### config.mk
export PLATFORM = sky130hd
export DESIGN_NAME = time_ordered_event_queue
export DESIGN_NICKNAME = d
export VERILOG_FILES = /design/src/sv/toeq_pkg.sv /design/src/sv/toeq_cell.sv /design/src/sv/time_ordered_event_queue.sv
export SDC_FILE = /design/constraint.sdc
export NUM_CORES = 2
export LEC_CHECK = 0
export BUFFER_PORTS_ARGS = -buffer_cell sky130_fd_sc_hd__buf_4
export CORE_ASPECT_RATIO = 1.1
export CORE_UTILIZATION = 45
export DETAILED_ROUTE_END_ITERATION = 16
export SKIP_LAST_GASP = 1
export SYNTH_ARGS = -nofsm -noshare
export SYNTH_HDL_FRONTEND = slang
export SYNTH_SLANG_ARGS = --single-unit
### constraint.sdc
create_clock -name clk -period 15.8 [get_ports clk]
set_input_delay 0 -clock clk [delete_from_list [all_inputs] [get_ports clk]]
set_output_delay 0 -clock clk [all_outputs]
set_load 0.05 [all_outputs]
### src/sv/toeq_pkg.sv
// Shared types and codes for the time-ordered event queue.
// No dependencies; used by toeq_cell and time_ordered_event_queue.
`default_nettype none

package toeq_pkg;

  // Fixed field widths of the item payloads
  localparam int TIME_W        = 32;
  localparam int TAG_FIELD_W   = 16;
  localparam int COUNT_FIELD_W = 5;

  // Action codes
  localparam logic ACT_INSERT = 1'b0;
  localparam logic ACT_POP    = 1'b1;

  // Status codes
  localparam logic [1:0] STATUS_OK        = 2'd0;
  localparam logic [1:0] STATUS_POP_EMPTY = 2'd1;
  localparam logic [1:0] STATUS_INS_FULL  = 2'd2;

  typedef struct packed {
    logic                   action;
    logic [TIME_W-1:0]      event_time;
    logic [TAG_FIELD_W-1:0] event_tag;
    logic                   is_customer;
  } toeq_in_t;

  typedef struct packed {
    logic                     popped_valid;
    logic [TIME_W-1:0]        popped_time;
    logic [TAG_FIELD_W-1:0]   popped_tag;
    logic                     popped_customer;
    logic [1:0]               status;
    logic [COUNT_FIELD_W-1:0] entry_count;
    logic [TIME_W-1:0]        head_time;
    logic                     any_customer;
  } toeq_out_t;

  // Control broadcast from the top level to every cell
  typedef struct packed {
    logic upd;   // an insert or pop that changes the queue this cycle
    logic pop;   // 1: shift toward the head, 0: insert
  } toeq_ctl_t;

endpackage

`default_nettype wire

### src/sv/toeq_cell.sv
// One slot of the sorted shift-register queue: holds an event and
// compares it with the incoming time. Depends on toeq_pkg.
`default_nettype none

module toeq_cell #(
  parameter int TAG_W = 16
) (
  input  wire                      clk,
  input  toeq_pkg::toeq_ctl_t      ctl,
  input  wire                      occ,        // slot index below held count
  input  wire [toeq_pkg::TIME_W-1:0] new_time,
  input  wire [TAG_W-1:0]          new_tag,
  input  wire                      new_cust,
  input  wire                      left_go,    // left neighbor keeps its event
  input  wire [toeq_pkg::TIME_W-1:0] left_time,
  input  wire [TAG_W-1:0]          left_tag,
  input  wire                      left_cust,
  input  wire [toeq_pkg::TIME_W-1:0] right_time,
  input  wire [TAG_W-1:0]          right_tag,
  input  wire                      right_cust,
  output logic                     go,         // this event sorts before the new one
  output logic [toeq_pkg::TIME_W-1:0] time_q,
  output logic [TAG_W-1:0]         tag_q,
  output logic                     cust_q
);
  import toeq_pkg::*;

  logic [TIME_W-1:0] time_r, time_nxt;
  logic [TAG_W-1:0]  tag_r, tag_nxt;
  logic              cust_r, cust_nxt;

  // Equal times stay ahead of the new event
  assign go = occ && (time_r <= new_time);

  // Pick keep, shift from right, take new, or shift from left
  always_comb begin
    time_nxt = time_r;
    tag_nxt  = tag_r;
    cust_nxt = cust_r;
    if (ctl.upd) begin
      if (ctl.pop) begin
        time_nxt = right_time;
        tag_nxt  = right_tag;
        cust_nxt = right_cust;
      end else if (!go) begin
        if (left_go) begin
          time_nxt = new_time;
          tag_nxt  = new_tag;
          cust_nxt = new_cust;
        end else begin
          time_nxt = left_time;
          tag_nxt  = left_tag;
          cust_nxt = left_cust;
        end
      end
    end
  end

  always_ff @(posedge clk) begin
    time_r <= time_nxt;
    tag_r  <= tag_nxt;
    cust_r <= cust_nxt;
  end

  assign time_q = time_r;
  assign tag_q  = tag_r;
  assign cust_q = cust_r;

endmodule

`default_nettype wire

### src/sv/time_ordered_event_queue.sv
// Time-ordered event queue: a row of sorted slots with a registered result.
// The result is registered: it is valid in the cycle after the item is accepted.
// Throughput: one item per cycle without back-pressure; every slot compares
// with the new time in parallel: insert and pop each shift the cell row once.
// Reset (rst_n low, synchronous): queue empty, no result pending.
// Depends on toeq_pkg and toeq_cell.
`default_nettype none

module time_ordered_event_queue #(
  parameter int QUEUE_DEPTH = 16,
  parameter int TAG_BITS    = 16
) (
  input  wire                  clk,
  input  wire                  rst_n,
  input  wire                  in_valid,
  output logic                 in_ready,
  input  toeq_pkg::toeq_in_t   in_data,
  output logic                 out_valid,
  input  wire                  out_ready,
  output toeq_pkg::toeq_out_t  out_data
);
  import toeq_pkg::*;

  localparam int TagW = (TAG_BITS < TAG_FIELD_W) ? TAG_BITS : TAG_FIELD_W;
  localparam int CntW = $clog2(QUEUE_DEPTH + 1);

  logic [CntW-1:0]   count_r, count_nxt;
  logic [CntW-1:0]   cust_cnt_r, cust_cnt_nxt;
  logic              out_valid_r, out_valid_nxt;
  toeq_out_t         out_data_r, out_data_nxt;

  logic              accept, is_pop, empty, full, ins_ok, pop_ok;
  logic [TagW-1:0]   new_tag;
  toeq_ctl_t         ctl;

  logic [TIME_W-1:0] cell_time [QUEUE_DEPTH];
  logic [TagW-1:0]   cell_tag  [QUEUE_DEPTH];
  logic              cell_cust [QUEUE_DEPTH];
  logic              cell_go   [QUEUE_DEPTH];

  // Handshake: output register frees when its item is taken
  assign in_ready  = !out_valid_r || out_ready;
  assign accept    = in_valid && in_ready;
  assign is_pop    = (in_data.action == ACT_POP);
  assign empty     = (count_r == '0);
  assign full      = (count_r == CntW'(QUEUE_DEPTH));
  assign ins_ok    = accept && !is_pop && !full;
  assign pop_ok    = accept && is_pop && !empty;
  assign new_tag   = in_data.event_tag[TagW-1:0];
  assign ctl.upd   = ins_ok || pop_ok;
  assign ctl.pop   = is_pop;

  // Row of cells; head at index 0
  for (genvar i = 0; i < QUEUE_DEPTH; i++) begin : g_cell
    logic              l_go;
    logic [TIME_W-1:0] l_time, r_time;
    logic [TagW-1:0]   l_tag, r_tag;
    logic              l_cust, r_cust;

    if (i == 0) begin : g_head
      assign l_go   = 1'b1;
      assign l_time = in_data.event_time;
      assign l_tag  = new_tag;
      assign l_cust = in_data.is_customer;
    end else begin : g_mid
      assign l_go   = cell_go[i-1];
      assign l_time = cell_time[i-1];
      assign l_tag  = cell_tag[i-1];
      assign l_cust = cell_cust[i-1];
    end

    if (i == QUEUE_DEPTH - 1) begin : g_tail
      assign r_time = cell_time[i];
      assign r_tag  = cell_tag[i];
      assign r_cust = cell_cust[i];
    end else begin : g_body
      assign r_time = cell_time[i+1];
      assign r_tag  = cell_tag[i+1];
      assign r_cust = cell_cust[i+1];
    end

    toeq_cell #(.TAG_W(TagW)) u_cell (
      .clk        (clk),
      .ctl        (ctl),
      .occ        (CntW'(i) < count_r),
      .new_time   (in_data.event_time),
      .new_tag    (new_tag),
      .new_cust   (in_data.is_customer),
      .left_go    (l_go),
      .left_time  (l_time),
      .left_tag   (l_tag),
      .left_cust  (l_cust),
      .right_time (r_time),
      .right_tag  (r_tag),
      .right_cust (r_cust),
      .go         (cell_go[i]),
      .time_q     (cell_time[i]),
      .tag_q      (cell_tag[i]),
      .cust_q     (cell_cust[i])
    );
  end

  // Count and customer count bookkeeping
  always_comb begin
    count_nxt    = count_r;
    cust_cnt_nxt = cust_cnt_r;
    if (ins_ok) begin
      count_nxt = count_r + CntW'(1);
      if (in_data.is_customer) cust_cnt_nxt = cust_cnt_r + CntW'(1);
    end else if (pop_ok) begin
      count_nxt = count_r - CntW'(1);
      if (cell_cust[0]) cust_cnt_nxt = cust_cnt_r - CntW'(1);
    end
  end

  // Result item built from the state after this item
  always_comb begin
    out_data_nxt                 = '0;
    out_data_nxt.entry_count     = COUNT_FIELD_W'(count_nxt);
    out_data_nxt.any_customer    = (cust_cnt_nxt != '0);
    if (ins_ok) begin
      out_data_nxt.head_time = cell_go[0] ? cell_time[0] : in_data.event_time;
    end else if (pop_ok) begin
      out_data_nxt.popped_valid    = 1'b1;
      out_data_nxt.popped_time     = cell_time[0];
      out_data_nxt.popped_tag      = TAG_FIELD_W'(cell_tag[0]);
      out_data_nxt.popped_customer = cell_cust[0];
      out_data_nxt.head_time       = (count_r > CntW'(1)) ? cell_time[1] : '0;
    end else begin
      out_data_nxt.status    = is_pop ? STATUS_POP_EMPTY : STATUS_INS_FULL;
      out_data_nxt.head_time = empty ? '0 : cell_time[0];
    end
  end

  assign out_valid_nxt = accept || (out_valid_r && !out_ready);

  always_ff @(posedge clk) begin
    if (!rst_n) begin
      count_r     <= '0;
      cust_cnt_r  <= '0;
      out_valid_r <= 1'b0;
    end else begin
      count_r     <= count_nxt;
      cust_cnt_r  <= cust_cnt_nxt;
      out_valid_r <= out_valid_nxt;
    end
  end

  // Result payload, loaded on accept
  always_ff @(posedge clk) begin
    if (accept) out_data_r <= out_data_nxt;
  end

  assign out_valid = out_valid_r;
  assign out_data  = out_data_r;

endmodule

`default_nettype wire

Word-level counts from Yosys, hierarchy flattened
Index checks and enable logic that the tools add are counted.
{ "word_totals": {"in_bits": 54, "ff_bits": 885, "word_cells": 312} }
{ "classes": {"magnitude_cmp": 33, "addsub": 4, "n_bitwise": 3, "reduce_logical": 50, "n_eq_ne": 16, "n_mux": 147} }
{ "op_table": {"columns": ["cell", "n"], "rows": [
  ["$mux 32", 49],
  ["$mux 16", 45],
  ["$le 32x32->1", 16],
  ["$mux 50", 1],
  ["$mux 1", 45],
  ["$lt 4x5->1 const A", 8],
  ["$mux 5", 6],
  ["$ne 2x2->1 const B", 15],
  ["$reduce_and 2->1", 15],
  ["$logic_and 1x1->1", 22],
  ["$lt 3x5->1 const A", 4],
  ["$add 5x1->5 const B", 2],
  ["$lt 1x5->1 const A", 2],
  ["$lt 2x5->1 const A", 2],
  ["$sub 5x1->5 const B", 2],
  ["$eq 5x5->1 const B", 1],
  ["$gt 5x1->1 const B", 1],
  ["$logic_not 1->1", 5],
  ["$logic_not 5->1", 1],
  ["$reduce_bool 5->1", 1],
  ["$reduce_or 2->1", 2],
  ["$logic_or 1x1->1", 3],
  ["$not 1->1", 3],
  ["$reduce_and 3->1", 1],
  ["$mux 2", 1]
]} }

Depth between registers and ports, before layout
{ "depth": {"ltp_word": 8, "depth_mapped": 12, "depth_no_buf": 11} }

Modules after synthesis
From an unflattened synthesis, not the netlist that was laid out.
{ "hier_totals": {"cells_unflattened": 5674, "hier_area_um2": 57513.9} }
{ "by_module_without_submodules": {"columns": ["module", "n_inst", "cells_each", "area_each_um2"], "rows": [
  ["toeq_cell", 16, 333, 3308.2],
  ["time_ordered_event_queue", 1, 346, 4583.1]
]} }

Worst setup path before layout
OpenSTA, ideal clock, no wires.
{ "synth_timing": {"kind": "reg2reg", "from": "reg out_valid_r, in the netlist out_valid", "to": "reg g_cell[11].u_cell.cust_r (enable)", "t_required_ns": 15.328, "slack_ns": 8.927, "arrival_time_ns": 6.401, "stages_incl_launch_ff": 9, "n_path_buf": 1, "path_cell_list": "dfxtp_1 -> nand2b_1 -> nand2_1 -> inv_1 -> nand3_1 -> inv_2 -> nor2_1 -> clkbuf_1 -> a21oi_1"} }
{ "synth_via": {"elab_chain_len": 7, "elab_cells_between_ends": 9, "classes_between": "reduce/logical: 9"} }
{ "synth_rtl": {"columns": ["item", "line_no", "text"], "rows": [
  ["start: declaration", "time_ordered_event_queue.sv:29", "logic out_valid_r, out_valid_nxt;"],
  ["start signal: assignment", "time_ordered_event_queue.sv:145", "out_valid_r <= out_valid_nxt;"],
  ["$logic_not 1->1 *", "time_ordered_event_queue.sv:42", "assign in_ready = !out_valid_r || out_ready;"],
  ["$logic_or 1x1->1 *", "time_ordered_event_queue.sv:42", null],
  ["named net in_ready", "time_ordered_event_queue.sv:16", "output logic in_ready,"],
  ["$logic_and 1x1->1 *", "time_ordered_event_queue.sv:43", "assign accept = in_valid && in_ready;"],
  ["named net accept", "time_ordered_event_queue.sv:32", "logic accept, is_pop, empty, full, ins_ok, pop_ok;"],
  ["$logic_and 1x1->1 (on tied branches) (2 in a row)", "time_ordered_event_queue.sv:47, time_ordered_event_queue.sv:48", null],
  ["$logic_or 1x1->1 *", "time_ordered_event_queue.sv:50", "assign ctl.upd = ins_ok || pop_ok;"],
  ["$reduce_and 2->1 (no line) *", null, null],
  ["end signal: assignment", "toeq_cell.sv:62", "cust_r <= cust_nxt;"],
  ["end: declaration", "toeq_cell.sv:30", "logic cust_r, cust_nxt;"]
]} }
Mark *: on every way through the listed nets, which the timed path passes. The rest lies on a longest branch.
A chain may end at the register's enable or synchronous reset.

Worst setup path after layout
{ "layout_timing": {"from": "reg out_valid_r, in the netlist out_valid", "to": "reg g_cell[7].u_cell.time_r[24] (enable)"} }
{ "layout_via": {"elab_chain_len": 7, "elab_cells_between_ends": 9, "classes_between": "reduce/logical: 9"} }
{ "layout_rtl": {"columns": ["item", "line_no", "text"], "rows": [
  ["$logic_not 1->1 *", "time_ordered_event_queue.sv:42", null],
  ["$logic_or 1x1->1 *", "time_ordered_event_queue.sv:42", null],
  ["$logic_and 1x1->1 *", "time_ordered_event_queue.sv:43", null],
  ["named net accept", "time_ordered_event_queue.sv:32", null],
  ["$logic_and 1x1->1 (on tied branches) (2 in a row)", "time_ordered_event_queue.sv:47, time_ordered_event_queue.sv:48", null],
  ["$logic_or 1x1->1 *", "time_ordered_event_queue.sv:50", null],
  ["$reduce_and 2->1 (no line) *", null, null],
  ["end signal: assignment", "toeq_cell.sv:60", "time_r <= time_nxt;"],
  ["end: declaration", "toeq_cell.sv:28", "logic [TIME_W-1:0] time_r, time_nxt;"]
]} }
Marked as above.

==> flow_summary.rst <==
.. list-table::
   :header-rows: 1

   * - Metric
     - Value
   * - Status
     - complete, no violations
   * - H-tree levels
     - 3
   * - Vias per cell
     - approximately 6.4
   * - Power per cell area
     - between 100 and 150 mW/mm^2
   * - Synth async-reset ratio
     - 0%
   * - Post-synthesis sequential element count
     - slightly below 900
   * - Global-route wire length before repair
     - 280000 microns
   * - Initial core utilization
     - 45.6%
   * - Pin count of the biggest net entering global routing
     - 221
   * - Aggregate negative setup slack
     - 0 ns
   * - GRT Overall Usage
     - 31.0%
   * - Routed wire length per instance
     - 29.3 microns
   * - Number of enable flip-flop cells after synthesis
     - 874
   * - Overall power after layout
     - approximately 0.0072 W
   * - Setup skew after layout
     - 0.0430 ns
   * - Starting DRC count in detailed routing
     - 5157
   * - Die area
     - ~0.12 sq mm
   * - Largest cells by area after synthesis
     - edfxtp_1 48%, ha_1 12%, mux2i_1 6.7%
   * - Number of nets in the final layout
     - approximately 5500
   * - Worst vdd ir
     - about 0.09 mV
   * - Post-route cell area
     - 0.0610 sq mm
   * - Leakage
     - approximately 23 nW
   * - Total via count in the routed design
     - around 42000
   * - Biggest area consumer among synthesized cells
     - edfxtp_1
   * - CTS Root Cell
     - clkbuf_16
   * - Max Fanout on Critical Path
     - 61
   * - Measured slew at the worst slew-check pin
     - roughly 1.2 ns
   * - Slew headroom
     - approximately a fifth
   * - Data required time of the critical path
     - roughly 16 ns
   * - Final Max Tran Viols
     - 0
   * - Post-Place Cell Area
     - about 0.057 sq mm
   * - Synth top area share
     - 47.9%
   * - CP endpoint kind
     - flip-flop
   * - Leading cell type in the layout, fill and taps excluded
     - edfxtp_1
   * - Minimum clock period
     - between 5 and 6 ns
   * - Synthesized instance count
     - 4878
   * - Mapped Area
     - 0.0548 sq mm
   * - Startpoint Class
     - flip-flop
   * - GRT Residual Overflow
     - 0
   * - Die extent in y
     - 368 microns
   * - Setup slack after placement
     - slightly above 10 ns
   * - Post-CTS Setup Inserts
     - 0
   * - Number of nets still failing antenna checks after routing
     - 0
   * - Endpoint arrival time on the critical path
     - roughly 5.8 ns
   * - Placeable core area
     - around 0.12 sq mm
   * - Most used cells in the layout excluding fill and tap cells
     - 874 x edfxtp_1, 541 x nand2_1, 517 x ha_1
   * - Total length of routed wires
     - 194000 microns
   * - Distinct cell type count of the synthesized netlist
     - between 60 and 70
   * - Number of CTS-inserted buffers
     - 100
   * - Vias in the first global route
     - 40710
   * - Unrepaired setup endpoints after global routing
     - false
   * - CTS tree
     - yes
   * - Critical path class
     - reg2reg
   * - Yosys warning total
     - 0
   * - Clk sinks
     - between 800 and 900
   * - Source-to-sink clock delay at the later pin of the worst-skew pair
     - about 0.75 ns
   * - Worst hold slack
     - about 0.21 ns
   * - Clk buf depth
     - 3
   * - Peak clock frequency supported by timing
     - roughly 180 MHz
   * - Max Cap Viol
     - 0
   * - Mean cell area of the mapped netlist
     - between 10 and 15 sq um
   * - Antenna violations before repair
     - 11
   * - Clock transition at path regs
     - 0.06 ns
   * - Die width
     - between 300 and 400 microns
   * - Number of placement rows
     - approximately 130
   * - Final hold violation count
     - 0
   * - Register area share after synthesis
     - roughly half
   * - Initial DRT Pass Iterations
     - 7
   * - Most instantiated flip-flop cell in the synthesis netlist
     - edfxtp_1
   * - Placer Congestion
     - about 1
   * - Placed wire-length estimate
     - approximately 130000 microns
   * - Worst path setup slack after routing
     - approximately 10 ns
   * - Ratio of final minimum period to clock period
     - 34.3%
   * - Syn-to-layout area delta
     - 11.4%
   * - I/O Buffers
     - roughly 150
   * - Net count after synthesis
     - roughly 5400
   * - Min-delay worst type
     - in2reg
   * - Top-Level Pins
     - about 150
   * - Final setup violation count
     - 0
   * - Total DRC errors in the routed layout
     - 0
   * - Layout cells sized above 1
     - a little under a tenth
layer usage:
metal / vias to the layer above / track usage, % / wire length, microns
met2: 2032 / 50.1 / 89600
met3: 482 / 5.27 / 16100
li1: 19025 / - / -
met4: 6 / 15.9 / 10700
met1: 20916 / 39.8 / 77200
met5: - / 0 / 42
metrics by stage:
stage,utilization (%),std cells
2_1_floorplan,-,4878
3_3_place_gp,47.7,6371
3_5_place_dp,47.7,6371
4_1_cts,50.8,6608
5_1_grt,50.8,6610
6_report,50.8,6612
flip-flops by register name (all words and copies together), names as in the netlist:
name	cells
g_cell.u_cell.time_q	512
g_cell.u_cell.tag_q	256
out_data	90
g_cell.u_cell.cust_q	16
count_r	5
cust_cnt_r	5
out_valid	1
Yosys cell counts (5+ instances only):
cell and count:
a21oi_1 303, a221oi_1 15, edfxtp_1 874, nor4_1 8, buf_6 30, a22oi_1 15, a2111oi_0 8, and2_1 59
o21ai_1 357, mux2_2 50, buf_2 32, a22o_1 23, nand3_1 45, a31oi_1 39, nor3_1 16, a211oi_1 16
nor2b_1 38, dfxtp_1 11, inv_1 79, nor3_2 6, o221ai_1 5, o21a_1 10, nand2_1 542, o22ai_1 11
clkbuf_1 292, mux2i_1 368, nor3b_1 241, or4_1 16, a2bb2oi_1 80, o21ai_0 75, and4_1 17, ha_1 517
nand4_1 100, or3_1 9, a21o_1 124, nor2_1 135, o211ai_1 14, a221o_1 246
final cells by class:
class	count	area, sq um
fill	10814	59100
multi-input combinational	3555	26800
sequential	885	26500
clock buffer	129	2670
timing repair buffer	283	2300
tap	1620	2030
clock inverter	55	503
inverter	81	312
antenna	4	10.0
final timing paths:
path	from	end	slack (ns)	cells past startpoint
max	out_valid	g_cell[7].u_cell.time_q[24]	10.38	10
min	out_ready	out_valid	0.21	4
max reg2reg	out_valid	g_cell[7].u_cell.time_q[24]	10.38	10
min reg2reg	g_cell[15].u_cell.tag_q[1]	g_cell[14].u_cell.tag_q[1]	0.55	1
timing repair:
action / in CTS / in global routing
endpoints found under the hold margin: 557 / 0
gates resized for setup: 0 / 0
setup endpoints to repair: 0 / 0
hold buffers: 53 / 0
power breakdown:
group / total (W) / internal (W) / switching [W]
combinational: 0.00168 / 0.000586 / 0.00109
clock: 0.00234 / 0.00131 / 0.00103
sequential: 0.00320 / 0.00297 / 0.000235
critical path, stage by stage (launching register included):
cell      delay [ns]
dfxtp_1         0.31
nand2b_1        0.14
nand2_1         0.26
inv_4           0.50
buf_4           0.76
nand2_1         0.47
nor2_1          0.52
nor2_2          0.08
buf_4           0.28
a21oi_4         0.88
buf_4           0.74
cell families (layout without fill, tap and decap cells):
kind of cell / after synthesis / count (layout) / synth area share, %
compound gates: 1366 / 1366 / 16.9
xor+xnor: 7 / 7 / 0.112
fa+ha+maj: 517 / 517 / 11.8
buf+inv: 438 / 548 / 3.48
flops: 885 / 885 / 48.3
mux: 418 / 418 / 7.75
other cells: 0 / 4 / 0
simple gates: 1247 / 1247 / 11.7
Power figures use the tool's default switching activity.
